==> config.mk <==
export PLATFORM = sky130hd
export DESIGN_NAME = named_resource_counter_table
export DESIGN_NICKNAME = d
export VERILOG_FILES = /design/src/rtl/core/nrct_pkg.sv /design/src/rtl/core/nrct_key_search.sv /design/src/rtl/core/nrct_cnt_unit.sv /design/src/rtl/core/named_resource_counter_table.sv
export VERILOG_INCLUDE_DIRS = /design/src /design/src/rtl/core
export SDC_FILE = /design/constraint.sdc
export NUM_CORES = 2
export LEC_CHECK = 0
export BUFFER_PORTS_ARGS = -buffer_cell sky130_fd_sc_hd__clkbuf_2
export CORE_ASPECT_RATIO = 0.6
export CORE_MARGIN = 8
export CORE_UTILIZATION = 50
export CTS_CLUSTER_DIAMETER = 40
export CTS_CLUSTER_SIZE = 25
export DETAILED_ROUTE_END_ITERATION = 12
export GPL_TIMING_DRIVEN = 0
export PLACE_DENSITY = 0.76
export SETUP_SLACK_MARGIN = 0.02
export SKIP_LAST_GASP = 1
export SYNTH_ARGS = -nofsm -noshare
export SYNTH_HDL_FRONTEND = slang
export SYNTH_SLANG_ARGS = --single-unit
==> constraint.sdc <==
create_clock -name clock -period 9.2 [get_ports clock]
set_input_delay 0.92 -clock clock [delete_from_list [all_inputs] [get_ports clock]]
set_output_delay 0.92 -clock clock [all_outputs]
set_load 0.1 [all_outputs]
==> src/rtl/core/named_resource_counter_table_defines.svh <==
// Assertion macros for the named resource counter table.
`ifndef NAMED_RESOURCE_COUNTER_TABLE_DEFINES_SVH
`define NAMED_RESOURCE_COUNTER_TABLE_DEFINES_SVH
`ifndef SYNTHESIS
// Check that cons holds in the same cycle as ante.
`define NRCT_ASSERT_IMPLY(label, clk, rst, ante, cons) \
   label: assert property (@(posedge clk) disable iff (rst) (ante) |-> (cons)) \
      else $error("nrct: implication check failed");
// Check that cons holds in the cycle after ante.
`define NRCT_ASSERT_NEXT(label, clk, rst, ante, cons) \
   label: assert property (@(posedge clk) disable iff (rst) (ante) |=> (cons)) \
      else $error("nrct: next-cycle check failed");
`else
`define NRCT_ASSERT_IMPLY(label, clk, rst, ante, cons)
`define NRCT_ASSERT_NEXT(label, clk, rst, ante, cons)
`endif
`endif

==> src/rtl/core/nrct_pkg.sv <==
// Shared types, codes and constants of the named resource counter table.
package nrct_pkg;

   localparam int DEF_TABLE_ENTRIES = 16;
   localparam int DEF_KEY_BITS      = 64;

   localparam int COUNT_BITS = 16;
   localparam int SEM_BITS   = 17;

   localparam logic signed [SEM_BITS-1:0] SEM_MAX = 17'h0FFFF;
   localparam logic signed [SEM_BITS-1:0] SEM_MIN = 17'h10000;

   // request kinds
   localparam logic [2:0] KIND_CLEAR   = 3'd0;
   localparam logic [2:0] KIND_ADD     = 3'd1;
   localparam logic [2:0] KIND_RELEASE = 3'd2;
   localparam logic [2:0] KIND_ACQUIRE = 3'd3;
   localparam logic [2:0] KIND_QUERY   = 3'd4;

   // response status codes
   localparam logic [1:0] STAT_OK   = 2'd0;
   localparam logic [1:0] STAT_MISS = 2'd1;
   localparam logic [1:0] STAT_FULL = 2'd2;

   typedef enum logic [1:0] {
      CNT_OP_READ,
      CNT_OP_RELEASE,
      CNT_OP_ACQUIRE
   } cnt_op_type;

   typedef struct packed {
      logic       start;
      cnt_op_type op;
      logic       xfer;
   } cnt_cmd_type;

   typedef struct packed {
      logic done;
      logic hit;
   } srch_stat_type;

   typedef struct packed {
      logic        [COUNT_BITS-1:0] total;
      logic        [COUNT_BITS-1:0] avail;
      logic signed [SEM_BITS-1:0]   sem;
   } cnt_entry_type;

endpackage

==> src/rtl/core/nrct_key_search.sv <==
// Key memory with a sequential first-match search over the used entries.
module nrct_key_search #(
   parameter int TABLE_ENTRIES = nrct_pkg::DEF_TABLE_ENTRIES,
   parameter int KEY_BITS      = nrct_pkg::DEF_KEY_BITS
) (
   input  logic                             clock,
   input  logic                             reset,
   input  logic                             wr_en,
   input  logic [$clog2(TABLE_ENTRIES)-1:0] wr_idx,
   input  logic [KEY_BITS-1:0]              wr_key,
   input  logic                             srch_start,
   input  logic [KEY_BITS-1:0]              srch_key,
   input  logic [$clog2(TABLE_ENTRIES+1)-1:0] srch_count,
   output nrct_pkg::srch_stat_type          srch_st,
   output logic [$clog2(TABLE_ENTRIES)-1:0] srch_idx
);

   localparam int IDX_W = $clog2(TABLE_ENTRIES);
   localparam int CNT_W = $clog2(TABLE_ENTRIES + 1);

   logic [KEY_BITS-1:0] key_mem [0:TABLE_ENTRIES-1];

   logic                issue_ff;
   logic [CNT_W-1:0]    addr_ff;
   logic                cmp_vld_ff;
   logic [IDX_W-1:0]    cmp_idx_ff;
   logic [KEY_BITS-1:0] rd_key_ff;

   logic match;
   logic last;
   logic done;
   logic [CNT_W-1:0] addr_nxt;

   // compare the entry read last cycle
   assign match    = rd_key_ff == srch_key;
   assign last     = CNT_W'(CNT_W'(cmp_idx_ff) + CNT_W'(1)) == srch_count;
   assign done     = cmp_vld_ff && (match || last);
   assign addr_nxt = CNT_W'(addr_ff + CNT_W'(1));

   // advance the read address, stop at a hit or past the last used entry
   always_ff @(posedge clock) begin
      if (reset) begin
         issue_ff   <= 1'b0;
         addr_ff    <= '0;
         cmp_vld_ff <= 1'b0;
      end else if (srch_start) begin
         issue_ff   <= 1'b1;
         addr_ff    <= '0;
         cmp_vld_ff <= 1'b0;
      end else if (done) begin
         issue_ff   <= 1'b0;
         cmp_vld_ff <= 1'b0;
      end else begin
         cmp_vld_ff <= issue_ff;
         if (issue_ff) begin
            addr_ff <= addr_nxt;
            if (addr_nxt == srch_count) begin
               issue_ff <= 1'b0;
            end
         end
      end
   end

   // write on add, read one entry a cycle
   always_ff @(posedge clock) begin
      if (wr_en) begin
         key_mem[wr_idx] <= wr_key;
      end
      rd_key_ff  <= key_mem[addr_ff[IDX_W-1:0]];
      cmp_idx_ff <= addr_ff[IDX_W-1:0];
   end

   assign srch_st.done = done;
   assign srch_st.hit  = match;
   assign srch_idx     = cmp_idx_ff;

endmodule

==> src/rtl/core/nrct_cnt_unit.sv <==
// Counter memory with read-modify-write for release, acquire and query.
module nrct_cnt_unit #(
   parameter int TABLE_ENTRIES = nrct_pkg::DEF_TABLE_ENTRIES
) (
   input  logic                             clock,
   input  logic                             reset,
   input  logic                             wr_en,
   input  logic [$clog2(TABLE_ENTRIES)-1:0] wr_idx,
   input  nrct_pkg::cnt_entry_type          wr_entry,
   input  nrct_pkg::cnt_cmd_type            cmd,
   input  logic [$clog2(TABLE_ENTRIES)-1:0] cmd_idx,
   output logic                             res_done,
   output nrct_pkg::cnt_entry_type          res_entry,
   output logic                             res_granted
);

   localparam int IDX_W = $clog2(TABLE_ENTRIES);

   nrct_pkg::cnt_entry_type cnt_mem [0:TABLE_ENTRIES-1];

   logic                    pend_ff;
   nrct_pkg::cnt_op_type    op_ff;
   logic                    xfer_ff;
   logic [IDX_W-1:0]        idx_ff;
   nrct_pkg::cnt_entry_type cur_ff;

   nrct_pkg::cnt_entry_type nxt;
   logic                    grant;

   // work out the updated counts from the entry read
   always_comb begin
      nxt   = cur_ff;
      grant = 1'b0;
      case (op_ff)
         nrct_pkg::CNT_OP_RELEASE: begin
            if (xfer_ff && (cur_ff.avail < cur_ff.total)) begin
               nxt.avail = nrct_pkg::COUNT_BITS'(cur_ff.avail + 16'd1);
            end
            if (cur_ff.sem != nrct_pkg::SEM_MAX) begin
               nxt.sem = nrct_pkg::SEM_BITS'(cur_ff.sem + 17'sd1);
            end
         end
         nrct_pkg::CNT_OP_ACQUIRE: begin
            if (xfer_ff && (cur_ff.avail != '0)) begin
               nxt.avail = nrct_pkg::COUNT_BITS'(cur_ff.avail - 16'd1);
               grant     = 1'b1;
            end
            if (cur_ff.sem != nrct_pkg::SEM_MIN) begin
               nxt.sem = nrct_pkg::SEM_BITS'(cur_ff.sem - 17'sd1);
            end
         end
         default: begin
            nxt = cur_ff;
         end
      endcase
   end

   // hold the command while its read is in flight
   always_ff @(posedge clock) begin
      if (reset) begin
         pend_ff <= 1'b0;
      end else begin
         pend_ff <= cmd.start;
      end
      if (cmd.start) begin
         op_ff   <= cmd.op;
         xfer_ff <= cmd.xfer;
         idx_ff  <= cmd_idx;
      end
   end

   // write on add or write back the update, read on command
   always_ff @(posedge clock) begin
      if (wr_en) begin
         cnt_mem[wr_idx] <= wr_entry;
      end else if (pend_ff) begin
         cnt_mem[idx_ff] <= nxt;
      end
      if (cmd.start) begin
         cur_ff <= cnt_mem[cmd_idx];
      end
   end

   assign res_done    = pend_ff;
   assign res_entry   = nxt;
   assign res_granted = grant;

endmodule

==> src/rtl/core/named_resource_counter_table.sv <==
// Top level: request sequencing, entry count and response beat of the table.
// Clear, add, full table and unused kinds: busy stays low, response next cycle.
// Lookup by slot or query: ST_CNT_ISSUE and ST_CNT_WAIT for the counter memory read and update, then the response.
// Lookup by key: ST_SRCH_ISSUE and ST_SRCH_WAIT, one key memory read per cycle, then the counter steps.
// One item at a time; rsp_strobe marks each response beat for one cycle.
// Synchronous reset empties the table; memory contents are not cleared.
`include "named_resource_counter_table_defines.svh"
module named_resource_counter_table #(
   parameter int TABLE_ENTRIES = nrct_pkg::DEF_TABLE_ENTRIES,
   parameter int KEY_BITS      = nrct_pkg::DEF_KEY_BITS
) (
   input  logic               clock,
   input  logic               reset,
   input  logic               start,
   output logic               busy,
   input  logic [2:0]         req_kind,
   input  logic               req_by_position,
   input  logic [63:0]        req_name_key,
   input  logic [3:0]         req_slot,
   input  logic [15:0]        req_instances,
   input  logic               req_with_transfer,
   output logic               rsp_strobe,
   output logic [1:0]         rsp_status,
   output logic [3:0]         rsp_found_slot,
   output logic [15:0]        rsp_available_now,
   output logic [15:0]        rsp_total_now,
   output logic signed [16:0] rsp_semaphore_now,
   output logic               rsp_granted,
   output logic [4:0]         rsp_entries_used
);

   localparam int IDX_W = $clog2(TABLE_ENTRIES);
   localparam int CNT_W = $clog2(TABLE_ENTRIES + 1);
   localparam int W4    = (CNT_W > 4) ? CNT_W : 4;
   localparam int EU_W  = (CNT_W > 5) ? CNT_W : 5;
   localparam logic [CNT_W-1:0] FULL_COUNT = CNT_W'(TABLE_ENTRIES);

   typedef enum logic [2:0] {
      ST_IDLE,
      ST_SRCH_ISSUE,
      ST_SRCH_WAIT,
      ST_CNT_ISSUE,
      ST_CNT_WAIT
   } state_type;

   state_type state_ff, state_in;
   logic [CNT_W-1:0]    used_ff, used_in;
   logic [IDX_W-1:0]    idx_ff, idx_in;
   logic [2:0]          kind_ff, kind_in;
   logic                xfer_ff, xfer_in;
   logic [KEY_BITS-1:0] key_ff, key_in;

   logic               rsp_strobe_ff, rsp_strobe_in;
   logic [1:0]         rsp_status_ff, rsp_status_in;
   logic [3:0]         rsp_slot_ff, rsp_slot_in;
   logic [15:0]        rsp_avail_ff, rsp_avail_in;
   logic [15:0]        rsp_total_ff, rsp_total_in;
   logic signed [16:0] rsp_sem_ff, rsp_sem_in;
   logic               rsp_granted_ff, rsp_granted_in;
   logic [4:0]         rsp_used_ff, rsp_used_in;

   logic                    req_accept;
   logic                    table_full;
   logic                    add_wr;
   logic [CNT_W-1:0]        used_inc;
   logic [W4-1:0]           used_w4;
   logic [W4-1:0]           slot_w4;
   logic [W4-1:0]           idx_w4;
   logic [EU_W-1:0]         used_eu;
   logic [EU_W-1:0]         used_inc_eu;
   nrct_pkg::cnt_entry_type add_entry;
   nrct_pkg::cnt_cmd_type   cnt_cmd;
   nrct_pkg::srch_stat_type srch_st;
   logic [IDX_W-1:0]        srch_idx;
   logic                    cnt_done;
   nrct_pkg::cnt_entry_type cnt_entry;
   logic                    cnt_granted;

   assign busy        = state_ff != ST_IDLE;
   assign req_accept  = start && !busy;
   assign table_full  = used_ff == FULL_COUNT;
   assign add_wr      = req_accept && (req_kind == nrct_pkg::KIND_ADD) && !table_full;
   assign used_inc    = CNT_W'(used_ff + CNT_W'(1));
   assign used_w4     = W4'(used_ff);
   assign slot_w4     = W4'(req_slot);
   assign idx_w4      = W4'(idx_ff);
   assign used_eu     = EU_W'(used_ff);
   assign used_inc_eu = EU_W'(used_inc);

   assign add_entry.total = req_instances;
   assign add_entry.avail = req_instances;
   assign add_entry.sem   = $signed({1'b0, req_instances});

   // drive the counter command from the sequencer state
   always_comb begin
      cnt_cmd.start = state_ff == ST_CNT_ISSUE;
      cnt_cmd.xfer  = xfer_ff;
      case (kind_ff)
         nrct_pkg::KIND_RELEASE: cnt_cmd.op = nrct_pkg::CNT_OP_RELEASE;
         nrct_pkg::KIND_ACQUIRE: cnt_cmd.op = nrct_pkg::CNT_OP_ACQUIRE;
         default:                cnt_cmd.op = nrct_pkg::CNT_OP_READ;
      endcase
   end

   nrct_key_search #(
      .TABLE_ENTRIES (TABLE_ENTRIES),
      .KEY_BITS      (KEY_BITS)
   ) u_key_search (
      .clock      (clock),
      .reset      (reset),
      .wr_en      (add_wr),
      .wr_idx     (used_ff[IDX_W-1:0]),
      .wr_key     (req_name_key[KEY_BITS-1:0]),
      .srch_start (state_ff == ST_SRCH_ISSUE),
      .srch_key   (key_ff),
      .srch_count (used_ff),
      .srch_st    (srch_st),
      .srch_idx   (srch_idx)
   );

   nrct_cnt_unit #(
      .TABLE_ENTRIES (TABLE_ENTRIES)
   ) u_cnt_unit (
      .clock       (clock),
      .reset       (reset),
      .wr_en       (add_wr),
      .wr_idx      (used_ff[IDX_W-1:0]),
      .wr_entry    (add_entry),
      .cmd         (cnt_cmd),
      .cmd_idx     (idx_ff),
      .res_done    (cnt_done),
      .res_entry   (cnt_entry),
      .res_granted (cnt_granted)
   );

   // sequence the request and build the response beat
   always_comb begin
      state_in       = state_ff;
      used_in        = used_ff;
      idx_in         = idx_ff;
      kind_in        = kind_ff;
      xfer_in        = xfer_ff;
      key_in         = key_ff;
      rsp_strobe_in  = 1'b0;
      rsp_status_in  = nrct_pkg::STAT_MISS;
      rsp_slot_in    = '0;
      rsp_avail_in   = '0;
      rsp_total_in   = '0;
      rsp_sem_in     = '0;
      rsp_granted_in = 1'b0;
      rsp_used_in    = used_eu[4:0];
      case (state_ff)
         ST_IDLE: begin
            if (req_accept) begin
               kind_in = req_kind;
               xfer_in = req_with_transfer;
               key_in  = req_name_key[KEY_BITS-1:0];
               case (req_kind)
                  nrct_pkg::KIND_CLEAR: begin
                     used_in       = '0;
                     rsp_strobe_in = 1'b1;
                     rsp_status_in = nrct_pkg::STAT_OK;
                     rsp_used_in   = '0;
                  end
                  nrct_pkg::KIND_ADD: begin
                     rsp_strobe_in = 1'b1;
                     if (table_full) begin
                        rsp_status_in = nrct_pkg::STAT_FULL;
                     end else begin
                        used_in       = used_inc;
                        rsp_status_in = nrct_pkg::STAT_OK;
                        rsp_slot_in   = used_w4[3:0];
                        rsp_avail_in  = req_instances;
                        rsp_total_in  = req_instances;
                        rsp_sem_in    = add_entry.sem;
                        rsp_used_in   = used_inc_eu[4:0];
                     end
                  end
                  nrct_pkg::KIND_RELEASE, nrct_pkg::KIND_ACQUIRE, nrct_pkg::KIND_QUERY: begin
                     if ((req_kind == nrct_pkg::KIND_QUERY) || req_by_position) begin
                        if (slot_w4 < used_w4) begin
                           idx_in   = slot_w4[IDX_W-1:0];
                           state_in = ST_CNT_ISSUE;
                        end else begin
                           rsp_strobe_in = 1'b1;
                        end
                     end else if (used_ff == '0) begin
                        rsp_strobe_in = 1'b1;
                     end else begin
                        state_in = ST_SRCH_ISSUE;
                     end
                  end
                  default: begin
                     rsp_strobe_in = 1'b1;
                  end
               endcase
            end
         end
         ST_SRCH_ISSUE: begin
            state_in = ST_SRCH_WAIT;
         end
         ST_SRCH_WAIT: begin
            if (srch_st.done) begin
               if (srch_st.hit) begin
                  idx_in   = srch_idx;
                  state_in = ST_CNT_ISSUE;
               end else begin
                  rsp_strobe_in = 1'b1;
                  state_in      = ST_IDLE;
               end
            end
         end
         ST_CNT_ISSUE: begin
            state_in = ST_CNT_WAIT;
         end
         ST_CNT_WAIT: begin
            if (cnt_done) begin
               rsp_strobe_in  = 1'b1;
               rsp_status_in  = nrct_pkg::STAT_OK;
               rsp_slot_in    = idx_w4[3:0];
               rsp_avail_in   = cnt_entry.avail;
               rsp_total_in   = cnt_entry.total;
               rsp_sem_in     = cnt_entry.sem;
               rsp_granted_in = cnt_granted;
               state_in       = ST_IDLE;
            end
         end
         default: begin
            state_in = ST_IDLE;
         end
      endcase
   end

   // hold state, entry count and the response beat
   always_ff @(posedge clock) begin
      if (reset) begin
         state_ff      <= ST_IDLE;
         used_ff       <= '0;
         rsp_strobe_ff <= 1'b0;
      end else begin
         state_ff      <= state_in;
         used_ff       <= used_in;
         rsp_strobe_ff <= rsp_strobe_in;
      end
      idx_ff         <= idx_in;
      kind_ff        <= kind_in;
      xfer_ff        <= xfer_in;
      key_ff         <= key_in;
      rsp_status_ff  <= rsp_status_in;
      rsp_slot_ff    <= rsp_slot_in;
      rsp_avail_ff   <= rsp_avail_in;
      rsp_total_ff   <= rsp_total_in;
      rsp_sem_ff     <= rsp_sem_in;
      rsp_granted_ff <= rsp_granted_in;
      rsp_used_ff    <= rsp_used_in;
   end

   assign rsp_strobe        = rsp_strobe_ff;
   assign rsp_status        = rsp_status_ff;
   assign rsp_found_slot    = rsp_slot_ff;
   assign rsp_available_now = rsp_avail_ff;
   assign rsp_total_now     = rsp_total_ff;
   assign rsp_semaphore_now = rsp_sem_ff;
   assign rsp_granted       = rsp_granted_ff;
   assign rsp_entries_used  = rsp_used_ff;

   // a response beat only follows an accepted request or a busy cycle
   `NRCT_ASSERT_NEXT(a_rsp_has_cause, clock, reset, !req_accept && (state_ff == ST_IDLE), !rsp_strobe_ff)
   // the entry count never passes the table size
   `NRCT_ASSERT_IMPLY(a_used_bound, clock, reset, 1'b1, used_ff <= FULL_COUNT)
   // a grant is only reported with an ok status
   `NRCT_ASSERT_IMPLY(a_grant_ok, clock, reset, rsp_strobe_ff && rsp_granted_ff, rsp_status_ff == nrct_pkg::STAT_OK)
   // the key search only finishes while the sequencer waits for it
   `NRCT_ASSERT_IMPLY(a_srch_done_wait, clock, reset, srch_st.done, state_ff == ST_SRCH_WAIT)

endmodule

==> impl_table.tex <==
\begin{tabular}{lr}
\hline
Metric & Value \\
\hline
\multicolumn{2}{l}{\textbf{Run status}} \\
\quad Outcome & finished clean \\
\multicolumn{2}{l}{\textbf{Synth}} \\
\quad Synth unique cells & 80 \\
\quad Commonest cells in the netlist & 1936 x edfxtp\_1, 565 x mux4\_2, 146 x dfxtp\_1, 145 x clkbuf\_1, 109 x nand2\_1 \\
\quad Leading post-synthesis cells by cell area & edfxtp\_1 73\%, mux4\_2 16\%, dfxtp\_1 3.7\% \\
\quad Total of flip-flops plus latches after synthesis & 2082 \\
\quad Most repeated cell in the gate-level netlist after synthesis & edfxtp\_1 \\
\quad Average footprint of a synthesized cell & 21.65 sq um \\
\quad Cell Area, Synth & 79780 sq um \\
\quad Syn Inst Count & 3685 \\
\quad Async set or reset register ratio after synthesis & 0\% \\
\quad Top\_reg\_cell synth & edfxtp\_1 \\
\quad Post-synth EDFFs & 1936 \\
\quad Dominant cell type by area after synthesis & edfxtp\_1 \\
\quad Number of nets produced by synthesis & 3809 \\
\quad Share of the synthesized area in the top cell type & 72.87\% \\
\quad Count of yosys warnings during synthesis & 0 \\
\quad Sequential fraction of the synthesis area & 76.53\% \\
\multicolumn{2}{l}{\textbf{Global routing}} \\
\quad Largest net degree at the start of global routing & 57 \\
\quad Total overflow reported by the global router & 0 \\
\quad Vias in the first global route & 39780 \\
\quad Number of antenna violations at the first check in global routing & 27 \\
\quad Wire length of the first global-routing pass & 295100 um \\
\quad Total routing usage reported by global routing & 23.62\% \\
\multicolumn{2}{l}{\textbf{Setup path}} \\
\quad Cell depth of the worst flop-to-flop path & 9 \\
\quad Most common cell on crit path & clkbuf\_1 \\
\quad Standard cell with the maximum stage delay on the critical path & a21oi\_1 \\
\quad Startpoint type of the worst setup path & register \\
\quad Timing startpoint of the critical path & state\_ff[2] \\
\quad Data required time at the worst endpoint & 9.60 ns \\
\quad Critical-path maximum fanout & 16 \\
\quad Reg2Reg Setup Slack & 4.33 ns \\
\quad Critical Setup Path Class & register to register \\
\quad Startpoint of the worst register-to-register path & state\_ff[2] \\
\quad CP Capture Type & register \\
\quad Peak per-stage delay on the critical path & 1.25 ns \\
\quad Arrival time worst endpoint & 5.27 ns \\
\quad Capturing point of the worst reg2reg path & u\_cnt\_unit.cnt\_mem[6][18] \\
\quad Worst path cell trace & clkbuf\_1 > nor3\_1 > and4\_1 > clkbuf\_1 > nand2\_1 > and2\_1 > clkbuf\_1 > clkbuf\_1 > a21oi\_1 \\
\quad Buffers \& Inverters on Critical Path & 4 \\
\quad Family of cells with the greatest summed delay on the critical path & simple AND/OR/NAND/NOR gates \\
\multicolumn{2}{l}{\textbf{Layout}} \\
\quad Layout cell share with drive strength beyond 1 & 27.34\% \\
\quad Fill cell total of the finished layout & 11220 \\
\quad Post-Layout Cell Count & 6333 \\
\quad Total number of nets in the final design & 4181 \\
\quad Multi-input gate area in the final layout & 18000 sq um \\
\quad Layout Area Growth over Synthesis & 13.35\% \\
\quad Sequential cell area & 61060 sq um \\
\multicolumn{2}{l}{\textbf{Place}} \\
\quad Half-perimeter wire length after detailed placement & 132200 um \\
\quad Count of input and output buffers & 154 \\
\quad Cell total after placement & 6026 \\
\quad Weighted congestion reported at the end of routability-driven placement & 0.9677 \\
\multicolumn{2}{l}{\textbf{Power}} \\
\quad Power Total & 19.98 mW \\
\quad Static Leakage & 27.96 nW \\
\quad Sw power & 5.012 mW \\
\quad Switching power share of the total & 25.09\% \\
\quad PwrDens & 220.9 nW/um\^{}2 \\
\quad Pint & 14.97 mW \\
\quad Part of the total power dissipated in the clock network & 36.9\% \\
\quad Portion of total power attributed to combinational logic & 10.3\% \\
\quad Register share of total power & 52.7\% \\
\quad Worst-case vdd ir drop & 0.0001952 V \\
\multicolumn{2}{l}{\textbf{Route}} \\
\quad Wire length the detailed router placed on met1 & 87530 um \\
\quad Final ANT Viol Nets & 0 \\
\quad Post-detailed-route via-to-cell ratio & 6.538 \\
\quad Detailed-routing iteration count for the pre-antenna-repair pass & 8 \\
\quad Max Used Layer & met5 \\
\quad Routed wirelength normalized by instance count & 32.96 um \\
\quad Number of vias after detailed routing & 41410 \\
\quad Met2 routed wirelength & 89320 um \\
\quad Drc violations & 0 \\
\quad Routed Wire Length & 208800 um \\
\quad Number of design-rule violations left by the first detailed-router iteration & 6991 \\
\quad Routed wl met3 & 27320 um \\
\multicolumn{2}{l}{\textbf{CTS}} \\
\quad Later-pin clock latency in the skew report & 0.84 ns \\
\quad Clock tree buffer depth & 3 \\
\quad CTS Root Buffer Type & clkbuf\_16 \\
\quad Number of sinks on the clock net & 2082 \\
\quad Hold bufs inserted after CTS & 0 \\
\quad CTS H-tree lvls & 4 \\
\quad Clock tree from TritonCTS & done \\
\quad Number of setup buffers added after CTS & 0 \\
\quad Post-cts resize count & 0 \\
\quad Clock-pin slew on the worst setup and hold paths & 0.07 ns \\
\quad CTS buffer count & 154 \\
\multicolumn{2}{l}{\textbf{STA}} \\
\quad Unrepaired setup endpoints after global routing & no \\
\quad Slew margin rel. & 3.176\% \\
\quad Worst clock skew & 0.05017 ns \\
\quad Final-report max-slew violation count & 0 \\
\quad Actual transition at the worst max-transition pin & 1.452 ns \\
\quad Count of final hold-check violations & 0 \\
\quad Min cycle time layout & 4.872 ns \\
\quad Final hold slack & 0.2904 ns \\
\quad Maximum clock rate & 205.3 MHz \\
\quad Period utilisation layout & 52.95\% \\
\quad Setup Viol. Count Final & 0 \\
\quad Setup total negative slack & 0 ns \\
\multicolumn{2}{l}{\textbf{Worst hold path}} \\
\quad Critical hold path startpoint & req\_with\_transfer \\
\quad Worst Hold Path Cells & 1 \\
\quad Hold WC Path Type & input port to register \\
\quad Worst Hold Endpoint & xfer\_ff \\
\multicolumn{2}{l}{\textbf{Floorplanning}} \\
\quad Initial core utilization & 50.38\% \\
\quad Die boundary height & 325.4 um \\
\quad Width of the die & 531.7 um \\
\quad Number of top-level pins & 155 \\
\quad Placeable core region & 158400 sq um \\
\quad Row count & 113 \\
\quad Area of the die & 173000 sq um \\
\multicolumn{2}{l}{\textbf{Job}} \\
\quad Number of max-capacitance violations reported & 0 \\
\hline
\end{tabular}
final cells by class:
class                      count  area share (%)
timing repair buffer         216           2.272
multi-input combinational   1353           19.91
antenna                       18         0.04981
clock buffer                 162           4.295
sequential                  2082           67.52
clock inverter               125           1.905
buffer                       203          0.9090
inverter                      47          0.1979
tap                         2127           2.943
placed cells by master, fill, tap and decap left out, types with 11 or more instances in the layout:
cell type  Yosys  routed
a21oi_1       61      43
a21oi_2        0      18
a31oi_1       14      13
and3_1        26      12
and3_4         0      14
buf_1         42      42
buf_12         0      32
buf_16         0      21
clkbuf_1     145     152
clkbuf_16      0     154
clkbuf_2       0     155
clkinv_8       0      18
dfxtp_1      146     146
diode_2        0      18
edfxtp_1    1936    1936
ha_1          32      32
inv_1         47      46
inv_16         0      14
inv_6          0      21
inv_8          0      16
mux4_2       565     565
nand2_1      109     109
nand3_1       30      30
nand4_1       27      27
nor2_1        91      73
nor2_4         0      18
nor3_1        21      21
nor4_1        25      25
o211ai_1      11      11
o21ai_0       81      68
o21ai_1        8      21
xnor2_1       70      70
through the flow:
stage          utilization [%]  setup WS [ns]  instance area [sq um]
2_1_floorplan                -          4.103                  79780
3_3_place_gp             52.55         0.2429                  83210
3_5_place_dp             53.49          4.396                  84700
4_1_cts                  57.03          4.293                  90310
5_1_grt                  57.10          4.318                  90420
6_report                 57.11          4.328                  90430
routing by layer:
| layer | up-vias | track usage (%) |
|---|---|---|
| met3 | 297 | 6.802 |
| met1 | 21950 | 36.83 |
| met5 | - | 0.2518 |
| met2 | 2941 | 32.80 |
| met4 | 4 | 5.913 |
| li1 | 16210 | - |
how the worst max path moves through the flow:
stage                     slack [ns]                         end  depth (start not counted)
after CTS                       4.29  u_cnt_unit.cnt_mem[10][28]                          9
after floorplan                 4.10                  rsp_strobe                          6
after global routing            4.32  u_cnt_unit.cnt_mem[14][14]                          9
final                           4.33   u_cnt_unit.cnt_mem[6][18]                          9
after detailed placement        4.40   u_cnt_unit.cnt_mem[9][28]                          9
after global placement          0.24                  rsp_strobe                          6
sequential cells by signal (all words and copies together), names as in the netlist, 2 cells and up:
register	count
u_cnt_unit.res_entry	16
rsp_found_slot	4
rsp_status	2
u_key_search.addr_ff	5
rsp_available_now	16
u_key_search.rd_key_ff	64
u_key_search.srch_idx	4
used_eu	5
state_ff	3
u_cnt_unit.cur_ff	33
kind_ff	3
u_cnt_unit.idx_ff	4
rsp_entries_used	5
key_ff	64
u_cnt_unit.op_ff	2
rsp_semaphore_now	17
idx_ff	4
rsp_total_now	16
u_key_search.key_mem	1024
u_cnt_unit.cnt_mem	784
power groups by stage:
stage	sequential (mW)	combinational (mW)	clock [mW]
6_report	10.5	2.07	7.38
2_1_floorplan	10.8	1.32	0
3_5_place_dp	10.7	2.04	0
4_1_cts	10.5	2.06	7.45
3_3_place_gp	10.8	1.99	0
5_1_grt	10.5	2.17	7.79
cell families after synthesis:
logic type / count (synthesis) / share of synthesized area, %
DFF: 2082 / 76.53
and+or+nand+nor: 395 / 2.497
xor gates and xnor gates: 76 / 0.8344
buffers and inverters: 250 / 1.250
muxes: 579 / 16.14
AOI/OAI and AO/OA: 271 / 2.244
adders and majority gates: 32 / 0.5019
worst register-to-register path, stage by stage (launching register included):
cell,delay (ns)
dfxtp_1,0.31
clkbuf_1,0.18
nor3_1,0.72
and4_1,0.33
clkbuf_1,0.35
nand2_1,0.30
and2_1,0.25
clkbuf_1,0.29
clkbuf_1,0.46
a21oi_1,1.25
(Power assumes the default switching activity.)
